File: config.mk
export PLATFORM = sky130hd
export DESIGN_NAME = fpm_ctrl
export DESIGN_NICKNAME = d
export VERILOG_FILES = /design/src/rtl/core/fpm_pkg.sv /design/src/rtl/core/fpm_ctrl.sv
export VERILOG_INCLUDE_DIRS = /design/src /design/src/rtl/core
export SDC_FILE = /design/constraint.sdc
export NUM_CORES = 1
export LEC_CHECK = 0
export BUFFER_PORTS_ARGS = -buffer_cell sky130_fd_sc_hd__buf_2
export CORE_MARGIN = 2
export CORE_UTILIZATION = 30
export DETAILED_ROUTE_END_ITERATION = 6
export GPL_ROUTABILITY_DRIVEN = 0
export SLEW_MARGIN = 20
export SYNTH_ARGS = -nofsm -noshare
export SYNTH_HDL_FRONTEND = slang
export SYNTH_SLANG_ARGS = --single-unit
File: constraint.sdc
create_clock -name clk -period 1.45 [get_ports clk]
set_clock_uncertainty 0.2 [all_clocks]
set_input_delay 0.145 -clock clk [delete_from_list [all_inputs] [get_ports clk]]
set_output_delay 0.145 -clock clk [all_outputs]
set_load 0.05 [all_outputs]
File: src/rtl/core/fragment_peak_matcher_macros.svh
// Assertion helpers shared by the matcher core.
`ifndef FRAGMENT_PEAK_MATCHER_MACROS_SVH
`define FRAGMENT_PEAK_MATCHER_MACROS_SVH

// Same-cycle implication, checked outside reset.
`define FPM_ASSERT_NOW(label, clk, rst_n, ante, cons) \
	label: assert property (@(posedge clk) disable iff (!rst_n) (ante) |-> (cons)) \
		else $error("fragment_peak_matcher: assertion failed");

// Next-cycle implication, checked outside reset.
`define FPM_ASSERT_NEXT(label, clk, rst_n, ante, cons) \
	label: assert property (@(posedge clk) disable iff (!rst_n) (ante) |=> (cons)) \
		else $error("fragment_peak_matcher: assertion failed");

`endif

File: src/rtl/core/fpm_pkg.sv
`default_nettype none
package fpm_pkg;

	localparam int unsigned DEPTH_DEFAULT = 1024;
	localparam int unsigned FRAC_DEFAULT  = 16;
	localparam int unsigned RANK_DEFAULT  = 16;

	localparam int unsigned MZ_W    = 32;
	localparam int unsigned TOL_W   = 16;
	localparam int unsigned PRANK_W = 16;
	localparam int unsigned IDX_W   = 10;
	localparam int unsigned MCNT_W  = 11;

	localparam logic [TOL_W-1:0] TOL_RESET = 16'd1311;

	// Request types
	localparam logic [1:0] REQ_LOAD = 2'd0;
	localparam logic [1:0] REQ_PEAK = 2'd1;
	localparam logic [1:0] REQ_READ = 2'd2;

	// Result status codes
	localparam logic [1:0] STS_OK     = 2'd0;
	localparam logic [1:0] STS_FULL   = 2'd1;
	localparam logic [1:0] STS_NO_IDX = 2'd2;

	// Result register update codes
	localparam logic [2:0] RES_HOLD   = 3'd0;
	localparam logic [2:0] RES_LOAD   = 3'd1;
	localparam logic [2:0] RES_PEAK   = 3'd2;
	localparam logic [2:0] RES_RD_OK  = 3'd3;
	localparam logic [2:0] RES_RD_BAD = 3'd4;
	localparam logic [2:0] RES_ZERO   = 3'd5;

	typedef struct packed {
		logic [1:0]         req_type;
		logic               start_new;
		logic [MZ_W-1:0]    value_mz;
		logic [PRANK_W-1:0] peak_rank;
		logic [IDX_W-1:0]   entry_index;
	} fpm_in_t;

	typedef struct packed {
		logic [1:0]         status;
		logic [MCNT_W-1:0]  match_count;
		logic               entry_valid;
		logic [MZ_W-1:0]    entry_fragment_mz;
		logic [MZ_W-1:0]    entry_peak_mz;
		logic [PRANK_W-1:0] entry_rank;
	} fpm_out_t;

	typedef struct packed {
		logic       capture;
		logic       load;
		logic       srch_init;
		logic       srch_issue;
		logic       srch_cmp;
		logic       scan_init;
		logic       scan_issue;
		logic       scan_eval;
		logic       rd_issue;
		logic       out_load;
		logic [2:0] res_op;
	} fpm_cmd_t;

	typedef struct packed {
		logic lo_lt_hi;
		logic idx_lt_cnt;
		logic scan_stop;
		logic rd_in_range;
	} fpm_sts_t;

endpackage
`default_nettype wire

File: src/rtl/core/fpm_ctrl.sv
`default_nettype none
module fpm_ctrl
	import fpm_pkg::*;
(
	input  wire logic       clk,
	input  wire logic       arst_n,
	input  wire logic       in_valid,
	input  wire logic [1:0] req_type,
	output logic            in_stall,
	output logic            out_valid,
	input  wire logic       out_stall,
	input  wire fpm_sts_t   sts,
	output fpm_cmd_t        cmd
);

	localparam logic [3:0] ST_IDLE  = 4'd0;
	localparam logic [3:0] ST_LOAD  = 4'd1;
	localparam logic [3:0] ST_SINIT = 4'd2;
	localparam logic [3:0] ST_SCHK  = 4'd3;
	localparam logic [3:0] ST_SCMP  = 4'd4;
	localparam logic [3:0] ST_CHK   = 4'd5;
	localparam logic [3:0] ST_EVAL  = 4'd6;
	localparam logic [3:0] ST_RADDR = 4'd7;
	localparam logic [3:0] ST_RDATA = 4'd8;
	localparam logic [3:0] ST_DONE  = 4'd9;

	logic [3:0] state_q;
	logic [3:0] state_d;
	logic       out_valid_q;
	logic       accept;
	logic       can_push;

	assign in_stall  = (state_q != ST_IDLE);
	assign accept    = in_valid && !in_stall;
	assign can_push  = !out_valid_q || !out_stall;
	assign out_valid = out_valid_q;

	always_comb begin
		state_d = state_q;
		cmd     = '0;
		cmd.res_op = RES_HOLD;
		case (state_q)
			ST_IDLE: begin
				if (accept) begin
					cmd.capture = 1'b1;
					case (req_type)
						REQ_LOAD: state_d = ST_LOAD;
						REQ_PEAK: state_d = ST_SINIT;
						REQ_READ: state_d = ST_RADDR;
						default: begin
							cmd.res_op = RES_ZERO;
							state_d    = ST_DONE;
						end
					endcase
				end
			end
			ST_LOAD: begin
				cmd.load   = 1'b1;
				cmd.res_op = RES_LOAD;
				state_d    = ST_DONE;
			end
			ST_SINIT: begin
				cmd.srch_init = 1'b1;
				state_d       = ST_SCHK;
			end
			ST_SCHK: begin
				if (sts.lo_lt_hi) begin
					cmd.srch_issue = 1'b1;
					state_d        = ST_SCMP;
				end else begin
					cmd.scan_init = 1'b1;
					state_d       = ST_CHK;
				end
			end
			ST_SCMP: begin
				cmd.srch_cmp = 1'b1;
				state_d      = ST_SCHK;
			end
			ST_CHK: begin
				if (sts.idx_lt_cnt) begin
					cmd.scan_issue = 1'b1;
					state_d        = ST_EVAL;
				end else begin
					cmd.res_op = RES_PEAK;
					state_d    = ST_DONE;
				end
			end
			ST_EVAL: begin
				// Past the upper edge of the window: stop without touching the entry
				if (sts.scan_stop) begin
					cmd.res_op = RES_PEAK;
					state_d    = ST_DONE;
				end else begin
					cmd.scan_eval = 1'b1;
					state_d       = ST_CHK;
				end
			end
			ST_RADDR: begin
				if (sts.rd_in_range) begin
					cmd.rd_issue = 1'b1;
					state_d      = ST_RDATA;
				end else begin
					cmd.res_op = RES_RD_BAD;
					state_d    = ST_DONE;
				end
			end
			ST_RDATA: begin
				cmd.res_op = RES_RD_OK;
				state_d    = ST_DONE;
			end
			ST_DONE: begin
				// Hold until the output register frees up
				if (can_push) begin
					cmd.out_load = 1'b1;
					state_d      = ST_IDLE;
				end
			end
			default: begin
				state_d = ST_IDLE;
			end
		endcase
	end

	always_ff @(posedge clk or negedge arst_n) begin
		if (!arst_n) begin
			state_q     <= ST_IDLE;
			out_valid_q <= 1'b0;
		end else begin
			state_q <= state_d;
			if (cmd.out_load) begin
				out_valid_q <= 1'b1;
			end else if (out_valid_q && !out_stall) begin
				out_valid_q <= 1'b0;
			end
		end
	end

`include "fragment_peak_matcher_macros.svh"

	`FPM_ASSERT_NEXT(a_busy_after_accept, clk, arst_n, accept, in_stall)
	`FPM_ASSERT_NEXT(a_push_shows_beat, clk, arst_n, cmd.out_load, out_valid)
	`FPM_ASSERT_NEXT(a_push_to_idle, clk, arst_n, cmd.out_load, state_q == ST_IDLE)

endmodule
`default_nettype wire

==> flow_summary.toml, run 1 <==
[die]
ios = 25
initial_core_util = 0.317
die_area_sq_mm = 0.00243
die_h_um = 49.3
coreArea_sq_mm = 0.00194
chipWidth_um = 49.3
rows = 16

[worst_setup_path]
cp-startpoint = "state_q[1]$_DFFE_PN0P_"
crit_required_ps = 1110
start_kind = "flop"
end_kind = "output port"
cp.arrival_ps = 1520
crit_type = "reg -> out"
critPathMaxFanout = 4
r2r_slack_ps = -130
r2r_start = "state_q[1]$_DFFE_PN0P_"

[clock_tree]
clkLatencyLatePin_ps = 260
clk_pin_slew_worst_paths_ps = 40
cts_tree = "done"
cts.sinks = 5
max-clock-path-buffers = 2
htree_levels = 1
cts-root-buf = "clkbuf_4"
cts_buffers = 3

[timing]
finalCritPeriodShare = 1.29
hold_violations = 0
period_needed_ps = 1870
setup_slack_ps = -416
rsz0062_at_grt = "true"
worst_hold_slack_ps = 31.7
drv_slew = 0
worst_pin_slew_ps = 389
slew-limit-headroom = 0.739
setup-violations-final = 16
fin_tns_setup_ps = -4840
max_freq_mhz = 536

[grt]
grt_pass1_wl_um = 3730
antenna_found_initial = 0
grt_use_total = 0.213
grt_max_degree = 11
grt_pass1_vias = 797
overflow = 0

[place]
place.port_buffers = 24
detailedPlace.worstSlack_ps = -323
dp_hpwl_um = 1590

[pwr]
power_density_mw_per_mm2 = 2180
p_total_mw = 2.83
leakage_nw = 0.596
ir_worst_vdd_uv = 1340

[synth]
ys_seq_area_frac = 0.203
synth.mux.area_fraction = 0
synth-compound-area-share = 0.230
ys_warn_count = 0
synth_fa_ha_area_frac = 0.0813
synth_cell_types = 37
netlist_area_sq_um = 616
yosys.area_share.xor_xnor = 0.0142
syn_inst = 75
synth_top_family_by_area = "simple AND/OR/NAND/NOR gates"
synth-simple-area-share = 0.358
ys_ff_latch = 5
avgSynthCellArea_sq_um = 8.21
syn_nets = 89

[detailed_routing]
vias = 783
drt-total-wl_um = 2200
route.detailed.drc = 0
wl_per_cell_um = 14.0
drt_iter0_markers = 12
first_pass_iters = 4
vias_per_cell = 4.99
drtAntennaViolNets = 0

[min_path]
min_path_type = "in -> async"

[status]
status = "finished, violations left"
violations = "setup timing"

[final_layout]
fin_util = 0.670
diodes = 0
layout-drive-gt1-share = 0.692
final_common_cell = "buf_4"
nets = 145
final_cell_mix = "buf_4, buf_6, buf_2"
areaGrowthSynthToFinish_pct = 111

[flow_run]
maxCapViolations = 0
[path summary, 6_finish.rpt]
kind	to	cells past startpoint
max	cmd[12]	3
min	state_q[0]$_DFFE_PN0P_	2
max reg2reg	state_q[3]$_DFFE_PN0P_	6
min reg2reg	out_valid$_DFFE_PN0P_	2
max in group asynchronous	state_q[3]$_DFFE_PN0P_	2
min in group clk	state_q[0]$_DFFE_PN0P_	4
[stage by stage]
stage | std cells | area (sq um)
after detailed placement | 147 | 1050
after global routing | 157 | 1300
after floorplan | 75 | 751
final | 157 | 1300
after CTS | 157 | 1250
after global placement | 147 | 1050
[critical path: stages (launching register included)]
cell	delay, ps
dfrtp_2	440
or4_4	570
nor2_4	100
buf_6	160
[logic make-up after synthesis]
kind of cell / after synthesis
AOI/OAI and AO/OA: 19
xor gates and xnor gates: 1
DFF: 5
buffers and inverters: 11
adders and majority gates: 4
and+or+nand+nor: 35
[per-layer routing]
layer | track usage | vias to the layer above | part of all wire
li1 | - | 385 | -
met1 | 0.254 | 373 | 0.43
met2 | 0.340 | 20 | 0.51
met3 | 0.0583 | 5 | 0.032
met4 | 0.124 | 0 | 0.026
met5 | 0 | - | 0
[cell type report]
class                      instances  area [sq um]
timing repair buffer              58           499
multi-input combinational         59           596
sequential                         5           131
fill                             166           641
clock buffer                       4          26.3
tap                               27          33.8
inverter                           4          15.0
[where the power goes]
part / leakage [nW] / internal, mW / switching [mW] / total, mW
registers: 0.0568 / 0.211 / 0.113 / 0.325
logic: 0.525 / 1.09 / 1.25 / 2.33
clock network: 0.0150 / 0.105 / 0.0692 / 0.174
total: 0.596 / 1.40 / 1.43 / 2.83
[sequential cells by signal, indices dropped and copies added (netlist names)]
signal,cells
out_valid,1
state_q,4
[timing repair]
action                                 CTS  global route
endpoints found under the hold margin    6             0
gates resized for setup                 39            13
pin swaps                                4             3
buffers inserted                         6             1
hold buffers                             2             0
setup endpoints to repair               18            18
[Yosys cell counts]
| library cell | number | area (sq um) |
|---|---|---|
| a2111oi_2 | 1 | 15.0 |
| a211oi_1 | 1 | 7.51 |
| a211oi_2 | 1 | 12.5 |
| a21oi_1 | 5 | 25.0 |
| a22o_1 | 1 | 8.76 |
| a22oi_1 | 1 | 7.51 |
| a311o_1 | 1 | 10.0 |
| and2b_1 | 1 | 7.51 |
| and3_1 | 3 | 18.8 |
| buf_2 | 2 | 10.0 |
| buf_4 | 3 | 22.5 |
| buf_6 | 2 | 22.5 |
| dfrtp_1 | 5 | 125 |
| ha_1 | 4 | 50.1 |
| inv_1 | 4 | 15.0 |
| nand2_1 | 5 | 18.8 |
| nand2b_1 | 3 | 18.8 |
| nand3_1 | 3 | 15.0 |
| nand3b_1 | 2 | 15.0 |
| nand4b_1 | 1 | 8.76 |
| nor2_1 | 2 | 7.51 |
| nor2_2 | 1 | 6.26 |
| nor2b_1 | 3 | 18.8 |
| nor3_1 | 4 | 20.0 |
| nor3_2 | 1 | 10.0 |
| nor3b_1 | 2 | 15.0 |
| nor4_1 | 1 | 6.26 |
| nor4b_2 | 1 | 15.0 |
| o21a_1 | 1 | 7.51 |
| o21ai_0 | 2 | 10.0 |
| o21ai_1 | 1 | 5.00 |
| o22ai_1 | 2 | 12.5 |
| o22ai_2 | 1 | 12.5 |
| o31ai_1 | 1 | 7.51 |
| or2b_1 | 1 | 7.51 |
| or4_4 | 1 | 11.3 |
| xor2_1 | 1 | 8.76 |
Note: power is estimated with default switching activity, not from simulation.
==> run 2, diff against run 1 <==
ABC_AREA = 1   (was default)
CORE_MARGIN = default   (was 2)
CORE_UTILIZATION = 40   (was 30)
PLACE_DENSITY = 0.73   (was default)
==> run 2 against run 1 <==
The flow still finishes with violations (setup timing). Clock power rose by 5%. Wire length rose by 37%. Combinational power shrank 3%. Synthesized cell count up 16%. Flip-flop and latch count did not move. Synthesized area fell by 13%. Cell count down 3.8%. Global-route usage rose by 7.4 points. Power down 2.7%. Setup slack improved by 36 ps. Sequential share of layout area increased by 1.4 points. Non-clock buffer count is 12 lower. Critical path type unchanged.
==> flow_summary.toml, run 2 <==
[status]
status = "finished, violations left"
violations = "setup timing"

[final_layout]
final_common_cell = "buf_4"
fin_util = 0.976
areaGrowthSynthToFinish_pct = 115
largest_reg_flops = 4
layout-drive-gt1-share = 0.664
fillerInstances = 12
largest_register = "state_q"
final_cell_mix = "buf_4, nand2_1, inv_1, nor2_4, buf_2"
final_area_sq_mm = 0.00114
final_cells = 151
nets = 152
diodes = 0

[pwr]
power_density_mw_per_mm2 = 2410
p_total_mw = 2.76
leakage_nw = 0.643
ir_worst_vdd_uv = 2060

[synth]
avgSynthCellArea_sq_um = 6.13
ys_warn_count = 0
synth-main-ff-cell = "dfrtp_1"
ys_ff_latch = 5
synth_cell_types = 13
ys_seq_area_frac = 0.235
yosysMostFrequentCell = "nand2_1"
syn_nets = 101
netlist_area_sq_um = 533
synth_common_cells = "nand2_1, inv_1, nor2_1"
synth.top_cell.area_share = 0.235
synth_area_leaders = "dfrtp_1, nand2_1, inv_1, ha_1, nand3_1"
syn_inst = 87
synth_edf_count = 0
async_reset_ff_frac = 1.00
synth_top_area_cell = "dfrtp_1"

[worst_setup_path]
slowest_delay_ps = 440
end_kind = "output port"
path_cells = "inv_2 > nand2_1 > inv_2 > nand3_2 > nand2_2 > inv_2 > nand2_2 > buf_8"
cp_slowest_cell = "dfrtp_2"
start_kind = "flop"
crit_required_ps = 1110
worstSetupEndpoint = "cmd[1]"
r2r_end = "state_q[0]$_DFFE_PN0P_"
crit_type = "reg -> out"
cp.arrival_ps = 1480
critPathBufInv = 4
cp_common_cell = "inv_2"
cp-startpoint = "state_q[0]$_DFFE_PN0P_"
r2r_start = "state_q[3]$_DFFE_PN0P_"
reg2regPathDepth = 9
crit_cells = 8
r2r_slack_ps = -340
path_delay_family = "flip-flops"
critPathMaxFanout = 3

[clock_tree]
htree_levels = 1
cts_buffers = 3
cts-root-buf = "clkbuf_4"
clk_pin_slew_worst_paths_ps = 50
clkLatencyLatePin_ps = 260
cts_tree = "done"
max-clock-path-buffers = 2
cts.sinks = 5

[timing]
finalCritPeriodShare = 1.26
worst_pin_slew_ps = 243
slew-limit-headroom = 0.838
rsz0062_at_grt = "true"
setup_slack_ps = -380
period_needed_ps = 1830
setup-violations-final = 18
hold_violations = 0
max_freq_mhz = 547
drv_slew = 0

[grt]
antenna_found_initial = 0
overflow = 0
grt_use_total = 0.287
grt_pass1_wl_um = 2880
grt_pass1_vias = 707
grt_max_degree = 8

[detailed_routing]
wl_met2_um = 1480
drt-total-wl_um = 3010
dr_wl_met3_um = 302
first_pass_iters = 5
wl_met1_um = 996
vias = 878
top_layer = "met4"
route.detailed.drc = 0
drt_iter0_markers = 50
wl_per_cell_um = 19.9
vias_per_cell = 5.81
drtAntennaViolNets = 0

[place]
placed_cell_area_sq_um = 823
detailedPlace.worstSlack_ps = -153
place.port_buffers = 24
dp_hpwl_um = 1230
place_inst = 133

[die]
rows = 12
chipWidth_um = 38.5
die_area_sq_mm = 0.00148
coreArea_sq_mm = 0.00117
initial_core_util = 0.455
ios = 25
die_h_um = 38.5

[min_path]
min_path_type = "in -> async"

[flow_run]
maxCapViolations = 0
run 2: changes by cell type in the layout (fill, tap and decap cells not counted), moves of 4 or more:
cell | previous run | this run
buf_6 | 21 | 5
nand2_1 | 4 | 16
nor2_1 | 1 | 5
inv_2 | 0 | 7
nand3_2 | 0 | 4
nand2_2 | 1 | 7
inv_1 | 4 | 11
nor2_4 | 2 | 11
nor3_4 | 4 | 0
buf_8 | 1 | 9
run 2: report_power, final:
part           switching (mW)  internal (mW)
sequential              0.105          0.215
clock                  0.0764          0.105
combinational            1.43          0.826
total                    1.61           1.15
run 2: what timing repair did:
action	CTS	global route
setup buffers	7	6
resized for setup	38	22
hold buffers	2	0
setup endpoints to repair	18	18
endpoints found under the hold margin	6	0
pin swaps	11	5
run 2: worst min path at each step:
stage	start	endpoint	slack [ps]	cells past startpoint
final	arst_n	state_q[2]$_DFFE_PN0P_	40	2
after detailed placement	arst_n	state_q[2]$_DFFE_PN0P_	-240	1
after global routing	arst_n	out_valid$_DFFE_PN0P_	50	2
after floorplan	arst_n	out_valid$_DFFE_PN0P_	-350	0
after global placement	arst_n	state_q[0]$_DFFE_PN0P_	-240	1
after CTS	in_valid	state_q[2]$_DFFE_PN0P_	3	3
run 2: logic make-up (layout without fill, tap and decap cells):
kind of cell,after synthesis,in the layout,share of synthesized area
buffers and inverters,18,68,0.127
AO/OA/AOI/OAI,2,2,0.0329
AND/OR/NAND/NOR,58,58,0.512
flip-flops,5,5,0.235
adder cells (fa/ha/maj),4,4,0.0939
run 2: metrics by stage:
step	hold slack, ps	setup TNS [ps]
global route	48.6	-5590
floorplan	-351	-647
detailed placement	-238	-969
CTS	2.68	-4010
finish	44.0	-5190
global placement	-240	-712
run 2: layout make-up:
class	instances	area, sq um	area share
Tap cell	14	17.5	0.0153
Timing Repair Buffer	46	412	0.360
Sequential cell	5	131	0.115
Multi-Input combinational cell	64	489	0.428
Clock buffer	4	26.3	0.0230
Inverter	18	67.6	0.0591
run 2: routing by layer:
metal | global-route usage | up-vias
met2 | 0.538 | 78
met4 | 0.0603 | 0
met1 | 0.310 | 406
met3 | 0.0872 | 29
li1 | - | 365
met5 | 0 | -
